### config.mk
export PLATFORM = sky130hd
export DESIGN_NAME = sorted_segment_pooling_unit
export DESIGN_NICKNAME = d
export VERILOG_FILES = /design/src/ssp_pkg.sv /design/src/ssp_front.sv /design/src/ssp_cmd_fifo.sv /design/src/ssp_back.sv /design/src/sorted_segment_pooling_unit.sv
export SDC_FILE = /design/constraint.sdc
export NUM_CORES = 2
export LEC_CHECK = 0
export BUFFER_PORTS_ARGS = -buffer_cell sky130_fd_sc_hd__buf_2
export CORE_UTILIZATION = 41
export DETAILED_ROUTE_END_ITERATION = 7
export GPL_TIMING_DRIVEN = 0
export PLACE_DENSITY = 0.54
export SETUP_SLACK_MARGIN = 0.05
export SLEW_MARGIN = 10
export SYNTH_ARGS = -nofsm -noshare
export SYNTH_HDL_FRONTEND = slang
export SYNTH_HIERARCHICAL = 1
export SYNTH_SLANG_ARGS = --single-unit
### constraint.sdc
create_clock -name clk_i -period 24.9 [get_ports clk_i]
set_input_delay 1.245 -clock clk_i [delete_from_list [all_inputs] [get_ports clk_i]]
set_output_delay 1.245 -clock clk_i [all_outputs]
set_load 0.1 [all_outputs]
### src/ssp_pkg.sv
package ssp_pkg;

  localparam int MAX_ROW_WIDTH = 16;
  localparam int COL_W         = 6;
  localparam int ID_W          = 32;
  localparam int VAL_W         = 32;
  localparam int ACC_W         = 64;
  localparam int ROWS_W        = 32;
  localparam int CMD_DEPTH     = 2;
  localparam int DIV_STEPS     = 64;
  localparam int IN_DATA_W     = 64;
  localparam int OUT_DATA_W    = 72;
  localparam int CFG_IDX_W     = 2;
  localparam int CFG_DATA_W    = 5;

  localparam logic [CFG_IDX_W-1:0] REG_POOL_MODE      = 2'd0;
  localparam logic [CFG_IDX_W-1:0] REG_ROW_WIDTH      = 2'd1;
  localparam logic [CFG_IDX_W-1:0] REG_SINGLE_SEGMENT = 2'd2;

  typedef enum logic [1:0] {
    MODE_SUM  = 2'd0,
    MODE_MEAN = 2'd1,
    MODE_MAX  = 2'd2,
    MODE_MIN  = 2'd3
  } pool_mode_e;

  typedef enum logic [2:0] {
    B_IDLE,
    B_ERR,
    B_FLUSH,
    B_DIV,
    B_SIGN,
    B_EMIT,
    B_ACCUM
  } back_state_e;

  // One command per accepted element: optional flush of the old segment,
  // the column update, optional flush at end of input. err replaces all.
  typedef struct packed {
    logic                     err;
    logic [ID_W-1:0]          err_id;
    logic                     pre_flush;
    logic [ID_W-1:0]          pre_seg;
    logic [ROWS_W-1:0]        pre_rows;
    logic [COL_W-1:0]         col;
    logic signed [VAL_W-1:0]  value;
    logic                     first;
    logic                     post_flush;
    logic [ID_W-1:0]          post_seg;
    logic [ROWS_W-1:0]        post_rows;
  } cmd_t;

endpackage

### src/ssp_front.sv
module ssp_front
  import ssp_pkg::*;
#(
  parameter int MaxRowWidth = MAX_ROW_WIDTH,
  localparam int WidthW = $clog2(MaxRowWidth + 1)
) (
  input  logic                    clk_i,
  input  logic                    rst_ni,
  input  logic                    in_valid_i,
  output logic                    in_ready_o,
  input  logic [ID_W-1:0]         seg_id_i,
  input  logic signed [VAL_W-1:0] elem_value_i,
  input  logic                    final_elem_i,
  input  logic [WidthW-1:0]       eff_width_i,
  input  logic                    single_segment_i,
  input  logic                    cmd_full_i,
  output logic                    cmd_push_o,
  output cmd_t                    cmd_o
);

  logic [ID_W-1:0]   cur_q, cur_d;
  logic [ROWS_W-1:0] rows_q, rows_d;
  logic [COL_W-1:0]  col_pos_q, col_pos_d;
  logic              open_q, open_d;

  logic [COL_W:0]    w_ext;
  logic [COL_W-1:0]  col;
  logic              row_start, is_err, is_pre, new_seg, last_col, is_post;
  logic [ID_W-1:0]   id, cur_n;
  logic [ROWS_W-1:0] rows_base, rows_n;

  assign in_ready_o = !cmd_full_i;
  assign cmd_push_o = in_valid_i && !cmd_full_i;

  always_comb begin
    w_ext     = (COL_W+1)'(eff_width_i);
    col       = ({1'b0, col_pos_q} >= w_ext) ? '0 : col_pos_q;
    row_start = (col == '0);
    id        = single_segment_i ? '0 : seg_id_i;
    is_err    = row_start && open_q && (id < cur_q);
    is_pre    = row_start && open_q && (id > cur_q);
    new_seg   = row_start && (!open_q || is_pre);
    cur_n     = new_seg ? id : cur_q;
    rows_base = new_seg ? '0 : rows_q;
    if (row_start) begin
      rows_n = (rows_base == '1) ? rows_base : rows_base + 1'b1;
    end else begin
      rows_n = rows_q;
    end
    last_col = (({1'b0, col}) + 1'b1) >= w_ext;
    is_post  = last_col && final_elem_i;

    cmd_o.err        = is_err;
    cmd_o.err_id     = id;
    cmd_o.pre_flush  = is_pre;
    cmd_o.pre_seg    = cur_q;
    cmd_o.pre_rows   = rows_q;
    cmd_o.col        = col;
    cmd_o.value      = elem_value_i;
    cmd_o.first      = (rows_n <= ROWS_W'(1));
    cmd_o.post_flush = is_post;
    cmd_o.post_seg   = cur_n;
    cmd_o.post_rows  = rows_n;

    cur_d     = cur_q;
    rows_d    = rows_q;
    col_pos_d = col_pos_q;
    open_d    = open_q;
    if (cmd_push_o) begin
      if (is_err) begin
        cur_d     = '0;
        rows_d    = '0;
        col_pos_d = '0;
        open_d    = 1'b0;
      end else begin
        cur_d     = cur_n;
        rows_d    = is_post ? '0 : rows_n;
        col_pos_d = last_col ? '0 : col + 1'b1;
        open_d    = !is_post;
      end
    end
  end

  always_ff @(posedge clk_i or negedge rst_ni) begin
    if (!rst_ni) begin
      cur_q     <= '0;
      rows_q    <= '0;
      col_pos_q <= '0;
      open_q    <= 1'b0;
    end else begin
      cur_q     <= cur_d;
      rows_q    <= rows_d;
      col_pos_q <= col_pos_d;
      open_q    <= open_d;
    end
  end

endmodule

### src/ssp_cmd_fifo.sv
module ssp_cmd_fifo
  import ssp_pkg::*;
(
  input  logic clk_i,
  input  logic rst_ni,
  input  logic push_i,
  input  cmd_t data_i,
  input  logic pop_i,
  output cmd_t head_o,
  output logic full_o,
  output logic empty_o
);

  localparam int PtrW = (CMD_DEPTH > 1) ? $clog2(CMD_DEPTH) : 1;
  localparam int CntW = $clog2(CMD_DEPTH + 1);

  cmd_t            mem_q [CMD_DEPTH];
  logic [PtrW-1:0] wr_ptr_q, wr_ptr_d, rd_ptr_q, rd_ptr_d;
  logic [CntW-1:0] cnt_q, cnt_d;
  logic            do_push, do_pop;

  assign full_o  = (cnt_q == CntW'(CMD_DEPTH));
  assign empty_o = (cnt_q == '0);
  assign head_o  = mem_q[rd_ptr_q];
  assign do_push = push_i && !full_o;
  assign do_pop  = pop_i && !empty_o;

  always_comb begin
    wr_ptr_d = wr_ptr_q;
    rd_ptr_d = rd_ptr_q;
    cnt_d    = cnt_q;
    if (do_push) begin
      wr_ptr_d = (wr_ptr_q == PtrW'(CMD_DEPTH - 1)) ? '0 : wr_ptr_q + 1'b1;
    end
    if (do_pop) begin
      rd_ptr_d = (rd_ptr_q == PtrW'(CMD_DEPTH - 1)) ? '0 : rd_ptr_q + 1'b1;
    end
    if (do_push && !do_pop) begin
      cnt_d = cnt_q + 1'b1;
    end else if (do_pop && !do_push) begin
      cnt_d = cnt_q - 1'b1;
    end
  end

  always_ff @(posedge clk_i or negedge rst_ni) begin
    if (!rst_ni) begin
      wr_ptr_q <= '0;
      rd_ptr_q <= '0;
      cnt_q    <= '0;
    end else begin
      wr_ptr_q <= wr_ptr_d;
      rd_ptr_q <= rd_ptr_d;
      cnt_q    <= cnt_d;
    end
  end

  always_ff @(posedge clk_i) begin
    if (do_push) begin
      mem_q[wr_ptr_q] <= data_i;
    end
  end

endmodule

### src/ssp_back.sv
module ssp_back
  import ssp_pkg::*;
#(
  parameter int MaxRowWidth = MAX_ROW_WIDTH,
  localparam int WidthW = $clog2(MaxRowWidth + 1)
) (
  input  logic                  clk_i,
  input  logic                  rst_ni,
  input  logic                  cmd_empty_i,
  input  cmd_t                  cmd_i,
  output logic                  cmd_pop_o,
  input  pool_mode_e            pool_mode_i,
  input  logic [WidthW-1:0]     eff_width_i,
  output logic                  m_axis_tvalid,
  input  logic                  m_axis_tready,
  output logic [OUT_DATA_W-1:0] m_axis_tdata,  // out_segment, out_column, pooled_value
  output logic                  m_axis_tlast,
  output logic                  m_axis_tuser   // status
);

  localparam int IdxW   = (MaxRowWidth > 1) ? $clog2(MaxRowWidth) : 1;
  localparam int StepW  = $clog2(DIV_STEPS);
  localparam int PadW   = OUT_DATA_W - ID_W - COL_W - VAL_W;

  function automatic logic [VAL_W-1:0] sat32(input logic signed [ACC_W-1:0] v);
    logic [VAL_W-1:0] r;
    if (v > ACC_W'(signed'({1'b0, {(VAL_W-1){1'b1}}}))) begin
      r = {1'b0, {(VAL_W-1){1'b1}}};
    end else if (v < -(ACC_W'(signed'({1'b0, {(VAL_W-1){1'b1}}}))) - 1) begin
      r = {1'b1, {(VAL_W-1){1'b0}}};
    end else begin
      r = v[VAL_W-1:0];
    end
    return r;
  endfunction

  back_state_e state_q, state_d;

  // accumulators; an entry without its valid bit reads as zero
  logic signed [ACC_W-1:0] acc_q [MaxRowWidth];
  logic [MaxRowWidth-1:0]  acc_vld_q;

  cmd_t                    cmd_q;
  logic [ID_W-1:0]         fl_seg_q;
  logic [ROWS_W-1:0]       fl_rows_q;
  logic                    fl_post_q;
  logic [COL_W-1:0]        c_q;
  logic signed [ACC_W-1:0] res_q;

  logic [ACC_W-1:0]        quo_q;
  logic [ROWS_W-1:0]       rem_q;
  logic [StepW-1:0]        step_q;
  logic                    neg_q;

  logic                    out_valid_q;
  logic [ID_W-1:0]         out_seg_q;
  logic [COL_W-1:0]        out_col_q;
  logic [VAL_W-1:0]        out_val_q;
  logic                    out_last_q;
  logic                    out_status_q;

  logic                    out_free, flush_last, use_div, out_load, clear_all;
  logic [IdxW-1:0]         c_idx, a_idx;
  logic signed [ACC_W-1:0] rd_val, old_val, v64, new_val;
  logic signed [ACC_W:0]   sum65;
  logic [ROWS_W:0]         rem_sh;
  logic                    rem_ge;

  assign out_free   = !out_valid_q || m_axis_tready;
  assign c_idx      = c_q[IdxW-1:0];
  assign a_idx      = cmd_q.col[IdxW-1:0];
  assign rd_val     = acc_vld_q[c_idx] ? acc_q[c_idx] : '0;
  assign old_val    = acc_vld_q[a_idx] ? acc_q[a_idx] : '0;
  assign flush_last = (({1'b0, c_q}) + 1'b1) == (COL_W+1)'(eff_width_i);
  assign use_div    = (pool_mode_i == MODE_MEAN) && (fl_rows_q != '0);
  assign v64        = ACC_W'(cmd_q.value);
  assign sum65      = {old_val[ACC_W-1], old_val} + {v64[ACC_W-1], v64};
  assign rem_sh     = {rem_q, quo_q[ACC_W-1]};
  assign rem_ge     = rem_sh >= {1'b0, fl_rows_q};

  always_comb begin
    if (cmd_q.first) begin
      new_val = v64;
    end else begin
      case (pool_mode_i)
        MODE_MAX: new_val = (v64 > old_val) ? v64 : old_val;
        MODE_MIN: new_val = (v64 < old_val) ? v64 : old_val;
        default: begin
          if (sum65[ACC_W] != sum65[ACC_W-1]) begin
            new_val = sum65[ACC_W] ? {1'b1, {(ACC_W-1){1'b0}}} : {1'b0, {(ACC_W-1){1'b1}}};
          end else begin
            new_val = sum65[ACC_W-1:0];
          end
        end
      endcase
    end
  end

  always_comb begin
    state_d   = state_q;
    cmd_pop_o = 1'b0;
    out_load  = 1'b0;
    clear_all = 1'b0;
    unique case (state_q)
      B_IDLE: begin
        if (!cmd_empty_i) begin
          cmd_pop_o = 1'b1;
          if (cmd_i.err) begin
            state_d = B_ERR;
          end else if (cmd_i.pre_flush) begin
            state_d = B_FLUSH;
          end else begin
            state_d = B_ACCUM;
          end
        end
      end
      B_ERR: begin
        if (out_free) begin
          out_load  = 1'b1;
          clear_all = 1'b1;
          state_d   = B_IDLE;
        end
      end
      B_FLUSH: state_d = use_div ? B_DIV : B_EMIT;
      B_DIV: begin
        if (step_q == StepW'(DIV_STEPS - 1)) begin
          state_d = B_SIGN;
        end
      end
      B_SIGN: state_d = B_EMIT;
      B_EMIT: begin
        if (out_free) begin
          out_load = 1'b1;
          if (flush_last) begin
            clear_all = 1'b1;
            state_d   = fl_post_q ? B_IDLE : B_ACCUM;
          end else begin
            state_d = B_FLUSH;
          end
        end
      end
      B_ACCUM: state_d = cmd_q.post_flush ? B_FLUSH : B_IDLE;
      default: state_d = B_IDLE;
    endcase
  end

  always_ff @(posedge clk_i or negedge rst_ni) begin
    if (!rst_ni) begin
      state_q     <= B_IDLE;
      acc_vld_q   <= '0;
      out_valid_q <= 1'b0;
    end else begin
      state_q <= state_d;
      if (clear_all) begin
        acc_vld_q <= '0;
      end else if (state_q == B_ACCUM) begin
        acc_vld_q[a_idx] <= 1'b1;
      end
      if (out_load) begin
        out_valid_q <= 1'b1;
      end else if (m_axis_tready) begin
        out_valid_q <= 1'b0;
      end
    end
  end

  always_ff @(posedge clk_i) begin
    if (cmd_pop_o) begin
      cmd_q     <= cmd_i;
      fl_seg_q  <= cmd_i.pre_seg;
      fl_rows_q <= cmd_i.pre_rows;
      fl_post_q <= 1'b0;
      c_q       <= '0;
    end
    if (state_q == B_ACCUM) begin
      acc_q[a_idx] <= new_val;
      fl_seg_q     <= cmd_q.post_seg;
      fl_rows_q    <= cmd_q.post_rows;
      fl_post_q    <= 1'b1;
      c_q          <= '0;
    end
    if (state_q == B_FLUSH) begin
      res_q  <= rd_val;
      neg_q  <= rd_val[ACC_W-1];
      quo_q  <= rd_val[ACC_W-1] ? (~rd_val + 1'b1) : rd_val;
      rem_q  <= '0;
      step_q <= '0;
    end
    if (state_q == B_DIV) begin
      // restoring division, one quotient bit per cycle
      quo_q  <= {quo_q[ACC_W-2:0], rem_ge};
      rem_q  <= rem_ge ? ROWS_W'(rem_sh - {1'b0, fl_rows_q}) : rem_sh[ROWS_W-1:0];
      step_q <= step_q + 1'b1;
    end
    if (state_q == B_SIGN) begin
      res_q <= neg_q ? (~quo_q + 1'b1) : quo_q;
    end
    if (state_q == B_EMIT && out_free && !flush_last) begin
      c_q <= c_q + 1'b1;
    end
    if (out_load) begin
      if (state_q == B_ERR) begin
        out_seg_q    <= cmd_q.err_id;
        out_col_q    <= '0;
        out_val_q    <= '0;
        out_last_q   <= 1'b1;
        out_status_q <= 1'b1;
      end else begin
        out_seg_q    <= fl_seg_q;
        out_col_q    <= c_q;
        out_val_q    <= sat32(res_q);
        out_last_q   <= flush_last;
        out_status_q <= 1'b0;
      end
    end
  end

  assign m_axis_tvalid = out_valid_q;
  assign m_axis_tdata  = {{PadW{1'b0}}, out_val_q, out_col_q, out_seg_q};
  assign m_axis_tlast  = out_last_q;
  assign m_axis_tuser  = out_status_q;

endmodule

### src/sorted_segment_pooling_unit.sv
// Channel   Direction  Payload
// s_axis    in         tdata: seg_id, elem_value; tlast: final_elem
// m_axis    out        tdata: out_segment, out_column, pooled_value; tlast: run_last;
//                      tuser: status
// cfg       in         write-only: pool_mode, row_width, single_segment
//
// For an element the back pops its command in B_IDLE, then updates the column in B_ACCUM.
// Flush: each column passes B_FLUSH and B_EMIT; mean mode adds B_DIV (one quotient bit per cycle) and B_SIGN.
// The 2-entry command queue lets the front keep taking elements while the back flushes, until it is full.
// Reset is asynchronous, active low; no clearing pass, the accumulators have valid bits.
// The output register holds a result until taken and the back stalls behind it.
module sorted_segment_pooling_unit
  import ssp_pkg::*;
#(
  parameter int MaxRowWidth = MAX_ROW_WIDTH
) (
  input  logic                  clk_i,
  input  logic                  rst_ni,
  input  logic                  s_axis_tvalid,
  output logic                  s_axis_tready,
  input  logic [IN_DATA_W-1:0]  s_axis_tdata,  // seg_id, elem_value
  input  logic                  s_axis_tlast,
  output logic                  m_axis_tvalid,
  input  logic                  m_axis_tready,
  output logic [OUT_DATA_W-1:0] m_axis_tdata,  // out_segment, out_column, pooled_value, pad
  output logic                  m_axis_tlast,
  output logic                  m_axis_tuser,  // status
  input  logic                  cfg_we_i,
  input  logic [CFG_IDX_W-1:0]  cfg_idx_i,
  input  logic [CFG_DATA_W-1:0] cfg_wdata_i
);

  localparam int WidthW = $clog2(MaxRowWidth + 1);

  pool_mode_e          mode_q;
  logic [4:0]          width_q;
  logic                single_q;
  logic [WidthW-1:0]   eff_width;

  cmd_t                cmd_in, cmd_head;
  logic                cmd_push, cmd_pop, cmd_full, cmd_empty;

  always_ff @(posedge clk_i or negedge rst_ni) begin
    if (!rst_ni) begin
      mode_q   <= MODE_SUM;
      width_q  <= 5'd1;
      single_q <= 1'b0;
    end else if (cfg_we_i) begin
      unique case (cfg_idx_i)
        REG_POOL_MODE:      mode_q   <= pool_mode_e'(cfg_wdata_i[1:0]);
        REG_ROW_WIDTH:      width_q  <= cfg_wdata_i[4:0];
        REG_SINGLE_SEGMENT: single_q <= cfg_wdata_i[0];
        default: ;
      endcase
    end
  end

  always_comb begin
    if (int'(width_q) > MaxRowWidth) begin
      eff_width = WidthW'(MaxRowWidth);
    end else if (width_q == '0) begin
      eff_width = WidthW'(1);
    end else begin
      eff_width = WidthW'(width_q);
    end
  end

  ssp_front #(
    .MaxRowWidth(MaxRowWidth)
  ) u_front (
    .clk_i           (clk_i),
    .rst_ni          (rst_ni),
    .in_valid_i      (s_axis_tvalid),
    .in_ready_o      (s_axis_tready),
    .seg_id_i        (s_axis_tdata[ID_W-1:0]),
    .elem_value_i    (s_axis_tdata[ID_W+VAL_W-1:ID_W]),
    .final_elem_i    (s_axis_tlast),
    .eff_width_i     (eff_width),
    .single_segment_i(single_q),
    .cmd_full_i      (cmd_full),
    .cmd_push_o      (cmd_push),
    .cmd_o           (cmd_in)
  );

  ssp_cmd_fifo u_cmd_fifo (
    .clk_i  (clk_i),
    .rst_ni (rst_ni),
    .push_i (cmd_push),
    .data_i (cmd_in),
    .pop_i  (cmd_pop),
    .head_o (cmd_head),
    .full_o (cmd_full),
    .empty_o(cmd_empty)
  );

  ssp_back #(
    .MaxRowWidth(MaxRowWidth)
  ) u_back (
    .clk_i        (clk_i),
    .rst_ni       (rst_ni),
    .cmd_empty_i  (cmd_empty),
    .cmd_i        (cmd_head),
    .cmd_pop_o    (cmd_pop),
    .pool_mode_i  (mode_q),
    .eff_width_i  (eff_width),
    .m_axis_tvalid(m_axis_tvalid),
    .m_axis_tready(m_axis_tready),
    .m_axis_tdata (m_axis_tdata),
    .m_axis_tlast (m_axis_tlast),
    .m_axis_tuser (m_axis_tuser)
  );

endmodule

==> results.yml <==
outcome:
  outcome: "finished, violations left"
  violations: "design-rule violations"
place:
  place_congestion: 0.938
  hpwl_um: 252000
  placed_cells: 10200
  port_buffers: 118
route:
  drtPass1Iterations: 8
  drtIter0Drc: 8743
  ant_nets: 0
  routed_wl_um: 343000
  detail_route.vias_per_cell: 6.14
  via_count: 65100
  drc: 2
  wl_per_cell_um: 32.4
floorplan:
  io_pins: 153
  fp.coreArea_mm2: 0.240
  die_h_um: 493
  fp-row-count: 180
  die_area_mm2: 0.244
  die_w_um: 493
  initial_utilization: 0.412
timing:
  worst_pin_slew_ns: 1.42
  setup_viol: 0
  whs_ns: 0.299
  clock_skew_ns: 0.0578
  post-route-period-util: 0.424
  timing.slew.headroom: 0.0556
  min_period_ns: 10.55
  hold_viol: 0
  clock.fmax_mhz: 94.7
  rsz0062_at_grt: "false"
  fin_tns_setup_ns: 0
  slew_violations: 0
global_route:
  track_usage: 0.279
  grt_pass1_wl_um: 479000
  grt_max_degree: 83
  overflow: 0
  antenna_found_initial: 21
  first_global_vias: 63600
clock_network:
  clkTransAtPathRegs_ns: 0.06
  cts_sinks: 1979
  clock_latency_ns: 0.90
  cts_buffers: 212
  post-cts-setup-buffers: 0
  cts_htree_levels: 4
  ctsHoldBuffers: 0
  clk_path_buf_depth: 3
  cts_tree: "yes"
  clockRootBuffer: "clkbuf_16"
  post_cts_resize_count: 0
final_layout:
  fin_cells: 10600
  seq_area_mm2: 0.0588
  fill_cells: 20800
  finish.utilization: 0.473
  multi_input_area_mm2: 0.0373
  final_net_count: 7554
  drive_gt1_frac: 0.231
  area_growth_pct: 14.7
setup_path:
  r2r_cells: 21
  r2r_slack_ns: 14.35
  r2r-end: "u_back/acc_q[6][51]$_DFFE_PP_"
  required_ns: 25.40
  cp-end-kind: "flop"
  crit_path_start_kind: "flop"
  crit_type: "flop to flop"
  cp.arrival_ns: 11.05
  critPathMaxFanout: 16
  setup.worst_path.end: "u_back/acc_q[6][51]$_DFFE_PP_"
synthesis:
  synthCells: 6713
  syn_area_per_cell_um2: 14.8
  ys_warn_count: 6
  syn_area_mm2: 0.0990
run:
  max_cap_viol_count: 0
pwr:
  p_per_area_mw_per_mm2: 134
  leakagePower_uw: 0.0393
  peakVddDrop_uv: 106
min_path:
  hold_class: "input port to async pin"
stage by stage:
| step | setup WS, ns | instance area [µm²] | power (µW) |
|---|---|---|---|
| final | 14.35 | 114000 | 15200 |
| after global routing | 14.04 | 114000 | 15700 |
| after CTS | 14.24 | 113000 | 15100 |
| after detailed placement | 14.35 | 107000 | 12000 |
| after global placement | -7.27 | 104000 | 11900 |
| after floorplan | 7.45 | 99000 | 9230 |
layer usage:
| layer | part of all wire | GRT usage |
|---|---|---|
| met4 | 0.044 | 0.108 |
| met3 | 0.10 | 0.0680 |
| met2 | 0.46 | 0.438 |
| met5 | 0.00020 | 0 |
| met1 | 0.39 | 0.374 |
layout by cell type (no fill, tap or decap), types with 50 or more instances in the layout:
cell type / n
clkbuf_16: 213
dfrtp_1: 102
mux4_2: 550
a21oi_1: 261
mux2i_1: 72
nand2b_1: 70
o21ai_0: 303
inv_1: 258
nand3_1: 94
ha_1: 236
buf_2: 173
nand4_1: 58
o31ai_1: 54
clkbuf_1: 275
mux2_2: 73
a22oi_1: 63
nor2_1: 238
xnor2_1: 142
nor3_1: 50
buf_12: 53
edfxtp_1: 1867
xor2_1: 77
mux2_4: 174
nor2b_1: 83
buf_4: 121
nand2_1: 652
buf_6: 61
nor4_1: 62
where the power goes:
group / switching, µW / internal (µW)
Sequential: 264 / 4810
Clock: 1360 / 1730
Combinational: 4760 / 2280
Total: 6390 / 8810
cell type report:
type / count / share of cell area
timing repair buffer: 311 / 0.0297
sequential: 1979 / 0.518
clock buffer: 276 / 0.0497
inverter: 259 / 0.00860
multi-input combinational: 4053 / 0.329
antenna: 7 / 0.000154
buffer: 423 / 0.0203
clock inverter: 109 / 0.00988
tap: 3185 / 0.0351
flip-flops by register name, indices dropped and copies added (netlist names), 3 cells and up, named ones only:
register           cells
u_back/fl_seg_q       32
u_back/fl_rows_q      32
u_back/quo_q          64
u_back/state_q         3
u_back/acc_vld_q      16
u_back/out_val_q      32
width_q                5
u_front/cur_q         32
u_cmd_fifo/mem_q     400
u_back/res_q          64
u_front/rows_q        32
u_front/col_pos_q      6
u_back/acc_q        1024
u_back/cmd_q         130
u_back/rem_q          32
u_back/a_idx           4
u_back/out_seg_q      32
u_back/c_q             6
u_back/out_col_q       6
u_back/step_q          6
worst max-delay path, cell delays in order, from the launching register on:
cell      delay (ns)
dfxtp_1         0.32
clkbuf_1        0.18
buf_1           0.64
clkbuf_1        0.96
buf_2           0.81
mux4_2          0.58
mux4_2          0.66
and2_1          0.28
inv_1           0.07
ha_1            0.21
clkbuf_1        0.20
nor4_1          0.62
nand2_1         0.15
nor4_1          0.70
nand3_1         0.13
or4_1           0.65
and2_1          0.20
o311ai_1        0.78
a31oi_1         0.25
clkbuf_1        0.32
clkbuf_1        0.43
a21oi_2         0.97
how the worst min path moves through the flow:
stage                                         startpoint                                 end  slack [ns]  depth (start not counted)
after global placement    u_front/rows_q[16]$_DFFE_PN0P_  u_cmd_fifo/mem_q[1][120]$_DFFE_PP_        0.44                          0
final                                             rst_ni       u_front/cur_q[26]$_DFFE_PN0P_        0.30                          1
after detailed placement  u_front/rows_q[16]$_DFFE_PN0P_  u_cmd_fifo/mem_q[1][120]$_DFFE_PP_        0.46                          0
after CTS                                         rst_ni       u_front/cur_q[25]$_DFFE_PN0P_        0.26                          1
after floorplan           u_front/rows_q[15]$_DFFE_PN0P_  u_cmd_fifo/mem_q[0][119]$_DFFE_PP_        0.44                          0
after global routing                              rst_ni       u_front/cur_q[26]$_DFFE_PN0P_        0.31                          1
No activity file was read; power rests on OpenSTA's default activity.
